[config.mk]
export PLATFORM = sky130hd
export DESIGN_NAME = stack_queue_opcode_engine
export DESIGN_NICKNAME = d
export VERILOG_FILES = /design/src/design/sqe_pkg.sv /design/src/design/sqe_ctl.sv /design/src/design/sqe_dp.sv /design/src/design/stack_queue_opcode_engine.sv
export SDC_FILE = /design/constraint.sdc
export NUM_CORES = 2
export LEC_CHECK = 0
export BUFFER_PORTS_ARGS = -buffer_cell sky130_fd_sc_hd__buf_4
export CAP_MARGIN = 25
export CORE_ASPECT_RATIO = 1.2
export CORE_MARGIN = 2
export CORE_UTILIZATION = 23
export CTS_CLUSTER_SIZE = 40
export DETAILED_ROUTE_END_ITERATION = 10
export GPL_TIMING_DRIVEN = 0
export PLACE_DENSITY = 0.37
export SETUP_SLACK_MARGIN = 0.4
export SLEW_MARGIN = 5
export SYNTH_ARGS = -nofsm -noshare
export SYNTH_HDL_FRONTEND = slang
export SYNTH_SLANG_ARGS = --single-unit
[constraint.sdc]
create_clock -name clk -period 13.2 [get_ports clk]
set_input_delay 1.32 -clock clk [delete_from_list [all_inputs] [get_ports clk]]
set_output_delay 1.32 -clock clk [all_outputs]
set_load 0.02 [all_outputs]
[src/design/sqe_pkg.sv]
package sqe_pkg;

  localparam int SQE_STORE_DEPTH = 64;

  localparam logic [2:0] CMD_PUSH  = 3'd0;
  localparam logic [2:0] CMD_PRINT = 3'd1;
  localparam logic [2:0] CMD_PEEK  = 3'd2;
  localparam logic [2:0] CMD_POP   = 3'd3;
  localparam logic [2:0] CMD_SWAP  = 3'd4;

  localparam logic [1:0] ST_OK    = 2'd0;
  localparam logic [1:0] ST_EMPTY = 2'd1;
  localparam logic [1:0] ST_SHORT = 2'd2;
  localparam logic [1:0] ST_FULL  = 2'd3;

  typedef struct packed {
    logic [2:0]         command;
    logic signed [31:0] push_value;
  } in_item_t;

  typedef struct packed {
    logic [1:0]         status;
    logic signed [31:0] data_value;
    logic               data_valid;
    logic               last;
  } out_item_t;

  typedef enum logic [2:0] {
    S_IDLE,
    S_PEEK,
    S_PRINT,
    S_SWAP_A,
    S_SWAP_B,
    S_SWAP_C
  } ctl_state_t;

  typedef enum logic [1:0] {
    RD_TOP,
    RD_NEXT_TOP,
    RD_WALK,
    RD_WALK_NEXT
  } rd_sel_t;

  typedef enum logic [1:0] {
    WR_NONE,
    WR_PUSH,
    WR_SWAP_TOP,
    WR_SWAP_NEXT
  } wr_sel_t;

  typedef enum logic {
    OUT_STATUS,
    OUT_READ
  } out_sel_t;

  typedef struct packed {
    logic       pop;
    logic       walk_start;
    logic       walk_step;
    logic       save_tmp;
    rd_sel_t    rd_sel;
    wr_sel_t    wr_sel;
    logic       out_load;
    out_sel_t   out_sel;
    logic [1:0] out_status;
    logic       out_last;
  } dp_cmd_t;

  typedef struct packed {
    logic empty;
    logic full;
    logic short_store;
    logic walk_last;
    logic out_valid;
  } dp_stat_t;

endpackage

[src/design/sqe_ctl.sv]
module sqe_ctl
  import sqe_pkg::*;
(
  input  logic       clk,
  input  logic       rst,
  input  logic       in_valid,
  input  logic [2:0] in_command,
  input  logic       out_ready,
  input  dp_stat_t   stat,
  output logic       in_ready,
  output dp_cmd_t    cmd
);

  ctl_state_t state;
  ctl_state_t state_next;
  logic       out_free;
  logic       take;

  assign out_free = !stat.out_valid || out_ready;
  assign in_ready = (state == S_IDLE) && out_free;
  assign take     = in_valid && in_ready;

  always_ff @(posedge clk) begin
    if (rst) begin
      state <= S_IDLE;
    end else begin
      state <= state_next;
    end
  end

  always_comb begin
    state_next = state;
    case (state)
      S_IDLE: begin
        if (take) begin
          case (in_command)
            CMD_PRINT: if (!stat.empty) state_next = S_PRINT;
            CMD_PEEK:  if (!stat.empty) state_next = S_PEEK;
            CMD_SWAP:  if (!stat.short_store) state_next = S_SWAP_A;
            default:   state_next = S_IDLE;
          endcase
        end
      end
      S_PEEK:   state_next = S_IDLE;
      S_PRINT:  if (out_free && stat.walk_last) state_next = S_IDLE;
      S_SWAP_A: state_next = S_SWAP_B;
      S_SWAP_B: state_next = S_SWAP_C;
      S_SWAP_C: state_next = S_IDLE;
      default:  state_next = S_IDLE;
    endcase
  end

  always_comb begin
    cmd.pop        = 1'b0;
    cmd.walk_start = 1'b0;
    cmd.walk_step  = 1'b0;
    cmd.save_tmp   = 1'b0;
    cmd.rd_sel     = RD_TOP;
    cmd.wr_sel     = WR_NONE;
    cmd.out_load   = 1'b0;
    cmd.out_sel    = OUT_STATUS;
    cmd.out_status = ST_OK;
    cmd.out_last   = 1'b1;
    case (state)
      S_IDLE: begin
        if (take) begin
          case (in_command)
            CMD_PUSH: begin
              cmd.out_load = 1'b1;
              if (stat.full) begin
                cmd.out_status = ST_FULL;
              end else begin
                cmd.wr_sel = WR_PUSH;
              end
            end
            CMD_PRINT: begin
              if (stat.empty) begin
                cmd.out_load = 1'b1;
              end else begin
                cmd.walk_start = 1'b1;
              end
            end
            CMD_PEEK: begin
              if (stat.empty) begin
                cmd.out_load   = 1'b1;
                cmd.out_status = ST_EMPTY;
              end
            end
            CMD_POP: begin
              cmd.out_load = 1'b1;
              if (stat.empty) begin
                cmd.out_status = ST_EMPTY;
              end else begin
                cmd.pop = 1'b1;
              end
            end
            CMD_SWAP: begin
              if (stat.short_store) begin
                cmd.out_load   = 1'b1;
                cmd.out_status = ST_SHORT;
              end
            end
            default: cmd.out_load = 1'b1;
          endcase
        end
      end
      S_PEEK: begin
        cmd.out_load = 1'b1;
        cmd.out_sel  = OUT_READ;
      end
      S_PRINT: begin
        if (out_free) begin
          cmd.out_load  = 1'b1;
          cmd.out_sel   = OUT_READ;
          cmd.out_last  = stat.walk_last;
          cmd.walk_step = 1'b1;
          cmd.rd_sel    = RD_WALK_NEXT;
        end else begin
          cmd.rd_sel = RD_WALK;
        end
      end
      S_SWAP_A: begin
        cmd.save_tmp = 1'b1;
        cmd.rd_sel   = RD_NEXT_TOP;
      end
      S_SWAP_B: cmd.wr_sel = WR_SWAP_TOP;
      S_SWAP_C: begin
        cmd.wr_sel   = WR_SWAP_NEXT;
        cmd.out_load = 1'b1;
      end
      default: cmd.out_load = 1'b0;
    endcase
  end

endmodule

[src/design/sqe_dp.sv]
module sqe_dp
  import sqe_pkg::*;
#(
  parameter int STORE_DEPTH = SQE_STORE_DEPTH
) (
  input  logic               clk,
  input  logic               rst,
  input  logic signed [31:0] push_value,
  input  logic               cfg_we,
  input  logic               cfg_data,
  input  logic               out_ready,
  input  dp_cmd_t            cmd,
  output dp_stat_t           stat,
  output logic               out_valid,
  output out_item_t          out_data
);

  localparam int PTR_W = $clog2(STORE_DEPTH);
  localparam int CNT_W = $clog2(STORE_DEPTH + 1);
  localparam logic [PTR_W-1:0] LAST_IDX = PTR_W'(STORE_DEPTH - 1);
  localparam logic [CNT_W:0]   DEPTH_W  = (CNT_W + 1)'(STORE_DEPTH);

  function automatic logic [PTR_W-1:0] ring_next(input logic [PTR_W-1:0] i);
    return (i == LAST_IDX) ? '0 : i + 1'b1;
  endfunction

  function automatic logic [PTR_W-1:0] ring_prev(input logic [PTR_W-1:0] i);
    return (i == '0) ? LAST_IDX : i - 1'b1;
  endfunction

  logic signed [31:0] mem [STORE_DEPTH];
  logic [PTR_W-1:0]   top;
  logic [CNT_W-1:0]   count;
  logic               queue_mode;
  logic [PTR_W-1:0]   walk_ptr;
  logic [CNT_W-1:0]   walk_cnt;
  logic signed [31:0] tmp;
  logic signed [31:0] rdata;

  logic [PTR_W-1:0]   top_prev;
  logic [PTR_W-1:0]   top_nxt;
  logic [CNT_W:0]     tail_sum;
  logic [CNT_W:0]     tail_wrap;
  logic [PTR_W-1:0]   rd_addr;
  logic [PTR_W-1:0]   wr_addr;
  logic signed [31:0] wr_value;
  logic               wr_en;

  assign top_prev  = ring_prev(top);
  assign top_nxt   = ring_next(top);
  assign tail_sum  = {{(CNT_W + 1 - PTR_W){1'b0}}, top} + {1'b0, count};
  assign tail_wrap = (tail_sum >= DEPTH_W) ? tail_sum - DEPTH_W : tail_sum;

  assign stat.empty       = (count == '0);
  assign stat.full        = (count == CNT_W'(STORE_DEPTH));
  assign stat.short_store = (count < CNT_W'(2));
  assign stat.walk_last   = (walk_cnt == CNT_W'(1));
  assign stat.out_valid   = out_valid;

  always_comb begin
    case (cmd.rd_sel)
      RD_TOP:       rd_addr = top;
      RD_NEXT_TOP:  rd_addr = top_nxt;
      RD_WALK:      rd_addr = walk_ptr;
      RD_WALK_NEXT: rd_addr = ring_next(walk_ptr);
      default:      rd_addr = top;
    endcase
  end

  always_comb begin
    wr_en    = 1'b1;
    wr_addr  = top;
    wr_value = rdata;
    case (cmd.wr_sel)
      WR_PUSH: begin
        wr_addr  = queue_mode ? tail_wrap[PTR_W-1:0] : top_prev;
        wr_value = push_value;
      end
      WR_SWAP_TOP: begin
        wr_addr  = top;
        wr_value = rdata;
      end
      WR_SWAP_NEXT: begin
        wr_addr  = top_nxt;
        wr_value = tmp;
      end
      default: wr_en = 1'b0;
    endcase
  end

  // Store: one write port, one registered read port.
  always_ff @(posedge clk) begin
    if (wr_en) begin
      mem[wr_addr] <= wr_value;
    end
    rdata <= mem[rd_addr];
  end

  always_ff @(posedge clk) begin
    if (rst) begin
      top        <= '0;
      count      <= '0;
      queue_mode <= 1'b0;
    end else begin
      if (cfg_we) begin
        queue_mode <= cfg_data;
      end
      if (cmd.wr_sel == WR_PUSH) begin
        if (!queue_mode) begin
          top <= top_prev;
        end
        count <= count + 1'b1;
      end else if (cmd.pop) begin
        top   <= top_nxt;
        count <= count - 1'b1;
      end
    end
  end

  always_ff @(posedge clk) begin
    if (cmd.walk_start) begin
      walk_ptr <= top;
      walk_cnt <= count;
    end else if (cmd.walk_step) begin
      walk_ptr <= ring_next(walk_ptr);
      walk_cnt <= walk_cnt - 1'b1;
    end
    if (cmd.save_tmp) begin
      tmp <= rdata;
    end
  end

  always_ff @(posedge clk) begin
    if (rst) begin
      out_valid <= 1'b0;
    end else if (cmd.out_load) begin
      out_valid <= 1'b1;
    end else if (out_ready) begin
      out_valid <= 1'b0;
    end
  end

  always_ff @(posedge clk) begin
    if (cmd.out_load) begin
      if (cmd.out_sel == OUT_READ) begin
        out_data.status     <= ST_OK;
        out_data.data_value <= rdata;
        out_data.data_valid <= 1'b1;
        out_data.last       <= cmd.out_last;
      end else begin
        out_data.status     <= cmd.out_status;
        out_data.data_value <= '0;
        out_data.data_valid <= 1'b0;
        out_data.last       <= 1'b1;
      end
    end
  end

endmodule

[src/design/stack_queue_opcode_engine.sv]
// Channel  | Signals                         | Moves
// ---------+---------------------------------+-----------------------------------
// in       | in_valid, in_ready, in_data     | one command transaction
// out      | out_valid, out_ready, out_data  | one result transaction
// cfg      | cfg_valid, cfg_ready, cfg_data  | queue_mode write (always ready)
//
// Push, pop, unused codes and every error load the result into the output
// register at the accept edge. Peek reads the top, then loads it. Swap saves
// the top, copies the next entry over it, then puts the saved value in next,
// set by the single read and write port. Print all emits each stored value,
// holding while out_ready is low. Commands are worked one at a time; in_ready
// also needs a free output slot. Reset (rst, synchronous) empties the store and
// clears queue_mode; no clearing pass is needed: only live entries are ever read.
module stack_queue_opcode_engine
  import sqe_pkg::*;
#(
  parameter int STORE_DEPTH = SQE_STORE_DEPTH
) (
  input  logic      clk,
  input  logic      rst,
  input  logic      in_valid,
  output logic      in_ready,
  input  in_item_t  in_data,
  output logic      out_valid,
  input  logic      out_ready,
  output out_item_t out_data,
  input  logic      cfg_valid,
  output logic      cfg_ready,
  input  logic      cfg_data
);

  dp_cmd_t  cmd;
  dp_stat_t stat;

  // The user must issue configuration writes only while idle; the block does not enforce this and takes them at once.
  assign cfg_ready = 1'b1;

  // Controller: sequences each command and decides when the result loads.
  sqe_ctl u_ctl (
    .clk        (clk),
    .rst        (rst),
    .in_valid   (in_valid),
    .in_command (in_data.command),
    .out_ready  (out_ready),
    .stat       (stat),
    .in_ready   (in_ready),
    .cmd        (cmd)
  );

  // Datapath: ring store, top/count pointers, print walker, output register.
  sqe_dp #(
    .STORE_DEPTH (STORE_DEPTH)
  ) u_dp (
    .clk        (clk),
    .rst        (rst),
    .push_value (in_data.push_value),
    .cfg_we     (cfg_valid && cfg_ready),
    .cfg_data   (cfg_data),
    .out_ready  (out_ready),
    .cmd        (cmd),
    .stat       (stat),
    .out_valid  (out_valid),
    .out_data   (out_data)
  );

`ifndef SYNTH
  // Never overwrite a result that has not been delivered.
  a_load_into_free_slot: assert property (@(posedge clk) disable iff (rst)
    cmd.out_load |-> (!out_valid || out_ready))
    else $error("result loaded over an undelivered result");

  // A push transaction always yields its result in the next cycle.
  a_push_answers: assert property (@(posedge clk) disable iff (rst)
    (in_valid && in_ready && in_data.command == CMD_PUSH) |=> out_valid)
    else $error("push produced no result");

  // Each step of the print walk emits exactly one result.
  a_walk_emits: assert property (@(posedge clk) disable iff (rst)
    cmd.walk_step |-> (cmd.out_load && cmd.out_sel == OUT_READ))
    else $error("print walk advanced without a result");
`endif

endmodule
==> flow_summary_export.csv <==
group,metric,value,unit
pwr,power.leakage,35.1,nW
synthesis,synth_enable_flop_cells,2129,
pwr,intPower,12.5,mW
worst_setup_path,reg2reg_setup_slack,6.31,ns
status,outcome,"complete, no violations",
synthesis,yosys-top-cells-count,"edfxtp_1 (2129), nand2_1 (1607), nand3_1 (518), a21oi_1 (366), buf_2 (211)",
worst_setup_path,cp_num_cells,13,
synthesis,synth_top_family_by_area,"simple AND/OR/NAND/NOR gates",
pwr,vdd_drop_max,0.000115,V
floorplanning,ioPinCount,80,
floorplanning,die_h,677,um
worst_setup_path,start_kind,"input pin",
sta,min_period,6.90,ns
detailed_routing,via_per_inst,5.27,
synthesis,yosysMostFrequentCell,"edfxtp_1",
synthesis,yosys-top-cells-area,"edfxtp_1 (74%), nand2_1 (7.0%), nand3_1 (3.0%), a21oi_1 (2.1%), mux2i_1 (1.4%)",
worst_setup_path,endpoint_kind,"flip-flop",
floorplanning,dieArea,382000,um^2
worst_setup_path,slowest_stage,"a21boi_0",
floorplanning,core_area,376000,um^2
synthesis,synth_flop_cell,"edfxtp_1",
detailed_routing,detail_route.wirelength,485,mm
detailed_routing,drc,0,
synthesis,yosysSeqAreaShare,74.9,%
pwr,pwr-share-comb,18.7,%
clock_tree,tritoncts,"built",
layout,area_growth,22.7,%
synthesis,synth_compound_gate_area_share,7.91,%
detailed_routing,num_vias,63700,
layout,finalNetCount,6950,
clock_tree,cts_setup_buffers,0,
clock_tree,path_clk_slew,0.06,ns
worst_setup_path,worstPathCellList,"buf_4 -> nor2b_1 -> buf_2 -> or3_1 -> o211ai_1 -> a32oi_1 -> buf_2 -> buf_2 -> buf_2 -> nand3_1 -> nand3_1 -> nand3_1 -> a21boi_0",
pwr,p_per_area,172,nW/um^2
layout,drive_above_1_share,15.3,%
synthesis,synth-simple-area-share,12.2,%
synthesis,avgSynthCellArea,13.7,um^2
worst_setup_path,r2r-end,"u_dp.rdata[7]",
placed_design,routabilityCongestion,0.975,
clock_tree,clock_latency,0.97,ns
grt,grt_pass1_wl,614,mm
sta,max_freq,0.145,GHz
synthesis,synth_mux_area_share,2.07,%
detailed_routing,drt_first_iter_violations,10600,
synthesis,ys_types,76,
worst_setup_path,crit_type,"input pin to flip-flop",
sta,fin_skew,0.0717,ns
synthesis,synth_top_cell_area_share,73.7,%
worst_setup_path,crit_end,"u_dp.rdata[7]",
pwr,power_frac_clock,35.6,%
worst_setup_path,r2r_start,"u_dp.walk_ptr[0]",
worst_setup_path,critPathBufInv,5,
clock_tree,htree_levels,4,
placed_design,place_ws,5.78,ns
sta,tns,0,ns
clock_tree,cts_buffers,234,
synthesis,syn_area,86700,um^2
grt,overflow,0,
worst_setup_path,required,13.93,ns
grt,grtUsageTotal,24.7,%
sta,fin_crit_sh,52.2,%
worst_setup_path,ff2ff_path_depth,12,
clock_tree,cts_hold_buf,0,
hold_path,worstHoldStart,"u_dp.rdata[17]",
sta,whs,0.464,ns
clock_tree,cts_buffer_depth,4,
worst_setup_path,crit_top_cell,"buf_2",
synthesis,ys_warn_count,0,
grt,antenna_found_initial,79,
flow_run,maxCapViolations,0,
clock_tree,clock_sinks,2179,
sta,finalHoldViolCount,0,
clock_tree,cts_resized,0,
floorplanning,die_w,564,um
worst_setup_path,cp_max_fo,11,
sta,worst_pin_slew,1.28,ns
worst_setup_path,cp-startpoint,"out_ready",
worst_setup_path,cpLargestDelayFamily,"buffers and inverters",
pwr,power.share.switching,31.3,%
sta,setup_violations,0,
placed_design,io_buffers,75,
synthesis,syn-num-nets,6385,
grt,grt_pass1_vias,58100,
synthesis,async_flop_share,0,%
worst_setup_path,slowest_delay,1.04,ns
sta,rsz0062_at_grt,"false",
synthesis,synthAdderAreaFrac,0.277,%
synthesis,synth_xor_area_share,0.283,%
pwr,sequentialPowerShare,45.7,%
floorplanning,initial_core_util,23.1,%
floorplanning,row_count,247,
pwr,p_sw,5.71,mW
detailed_routing,ant_nets,0,
grt,grt_max_degree,65,
sta,postLayoutSetupSlackWorst,6.30,ns
synthesis,netlist.top_cell.by_area,"edfxtp_1",
sta,slew_violations,0,
synthesis,synth_cells,6326,
placed_design,dp_hpwl,351,mm
hold_path,min_path_type,"flip-flop to flip-flop",
worst_setup_path,arrival,7.63,ns
sta,max_slew_margin,14.2,%
clock_tree,cts_root_buffer,"clkbuf_16",
detailed_routing,first_pass_iters,6,
synthesis,synth-seq-cells,2179,
detailed_routing,detail_route.wl_per_cell,40.1,um
==> layout make-up <==
class | instances | area (um^2)
clock buffers | 303 | 6240
flip-flops and latches | 2179 | 64900
plain buffers | 424 | 2020
repair buffers | 329 | 5290
multi-input cells | 3707 | 20600
inverters | 16 | 60.1
diodes | 38 | 95.1
clock inverters | 114 | 922
fillers | 38300 | 270000
well taps | 4980 | 6230
==> how the worst min path moves through the flow <==
stage / to / depth (start not counted) / slack, ns
2_1_floorplan: u_dp.tmp[0] / 0 / 0.42
6_report: u_dp.tmp[17] / 0 / 0.46
4_1_cts: u_dp.tmp[17] / 0 / 0.46
3_3_place_gp: u_dp.tmp[17] / 0 / 0.44
3_5_place_dp: u_dp.tmp[17] / 0 / 0.45
5_1_grt: u_dp.tmp[17] / 0 / 0.48
==> per-layer routing <==
metal | global-route usage [%] | vias up | share of wire, %
met1 | 29.3 | 33100 | 36
met4 | 18.2 | 12 | 8.6
met2 | 38.5 | 4430 | 45
met5 | 0 | - | 0.018
li1 | - | 25000 | -
met3 | 6.27 | 1189 | 9.8
==> layout by cell type (no fill, tap or decap), types with 78 or more instances in the layout <==
cell type     n
buf_12      109
nand2_1    1575
a21oi_1     366
nand3_1     518
a311oi_1     78
a31oi_1      90
clkbuf_1    163
and3_1       93
a22oi_1      94
buf_2       228
buf_4       126
clkbuf_16   236
edfxtp_1   2129
mux2i_1     120
==> logic make-up after synthesis <==
kind of cell / count (synthesis)
AND/OR/NAND/NOR: 2491
flip-flops: 2179
AO/OA/AOI/OAI: 1022
buffers and inverters: 440
multiplexers: 147
XOR/XNOR: 28
adder cells (fa/ha/maj): 18
other: 1
==> state kept, by name, indices dropped and copies added (netlist names) <==
| name | cells |
|---|---|
| u_dp.mem | 2048 |
| u_dp.out_data | 36 |
| u_dp.rdata | 32 |
| u_dp.tmp | 32 |
| u_dp.count | 7 |
| u_dp.walk_cnt | 7 |
| u_dp.top | 6 |
| u_dp.walk_ptr | 6 |
| u_ctl.state | 3 |
| u_dp.out_valid | 1 |
| u_dp.queue_mode | 1 |
==> power by group through the flow <==
stage	Sequential (mW)	Combinational (mW)	Clock [mW]
CTS	8.35	3.28	6.54
floorplan	8.53	1.11	0
global placement	8.67	2.91	0
finish	8.35	3.41	6.50
global route	8.35	3.38	6.79
detailed placement	8.50	3.27	0
==> stage by stage <==
stage	total power [mW]	area, um^2	utilization (%)	cells
floorplan	9.64	86700	-	6326
global placement	11.6	93500	24.9	11400
detailed placement	11.8	99000	26.3	11600
CTS	18.2	106000	28.2	12000
global route	18.5	106000	28.3	12100
finish	18.3	106000	28.3	12100
No activity file was read; power rests on OpenSTA's default activity.
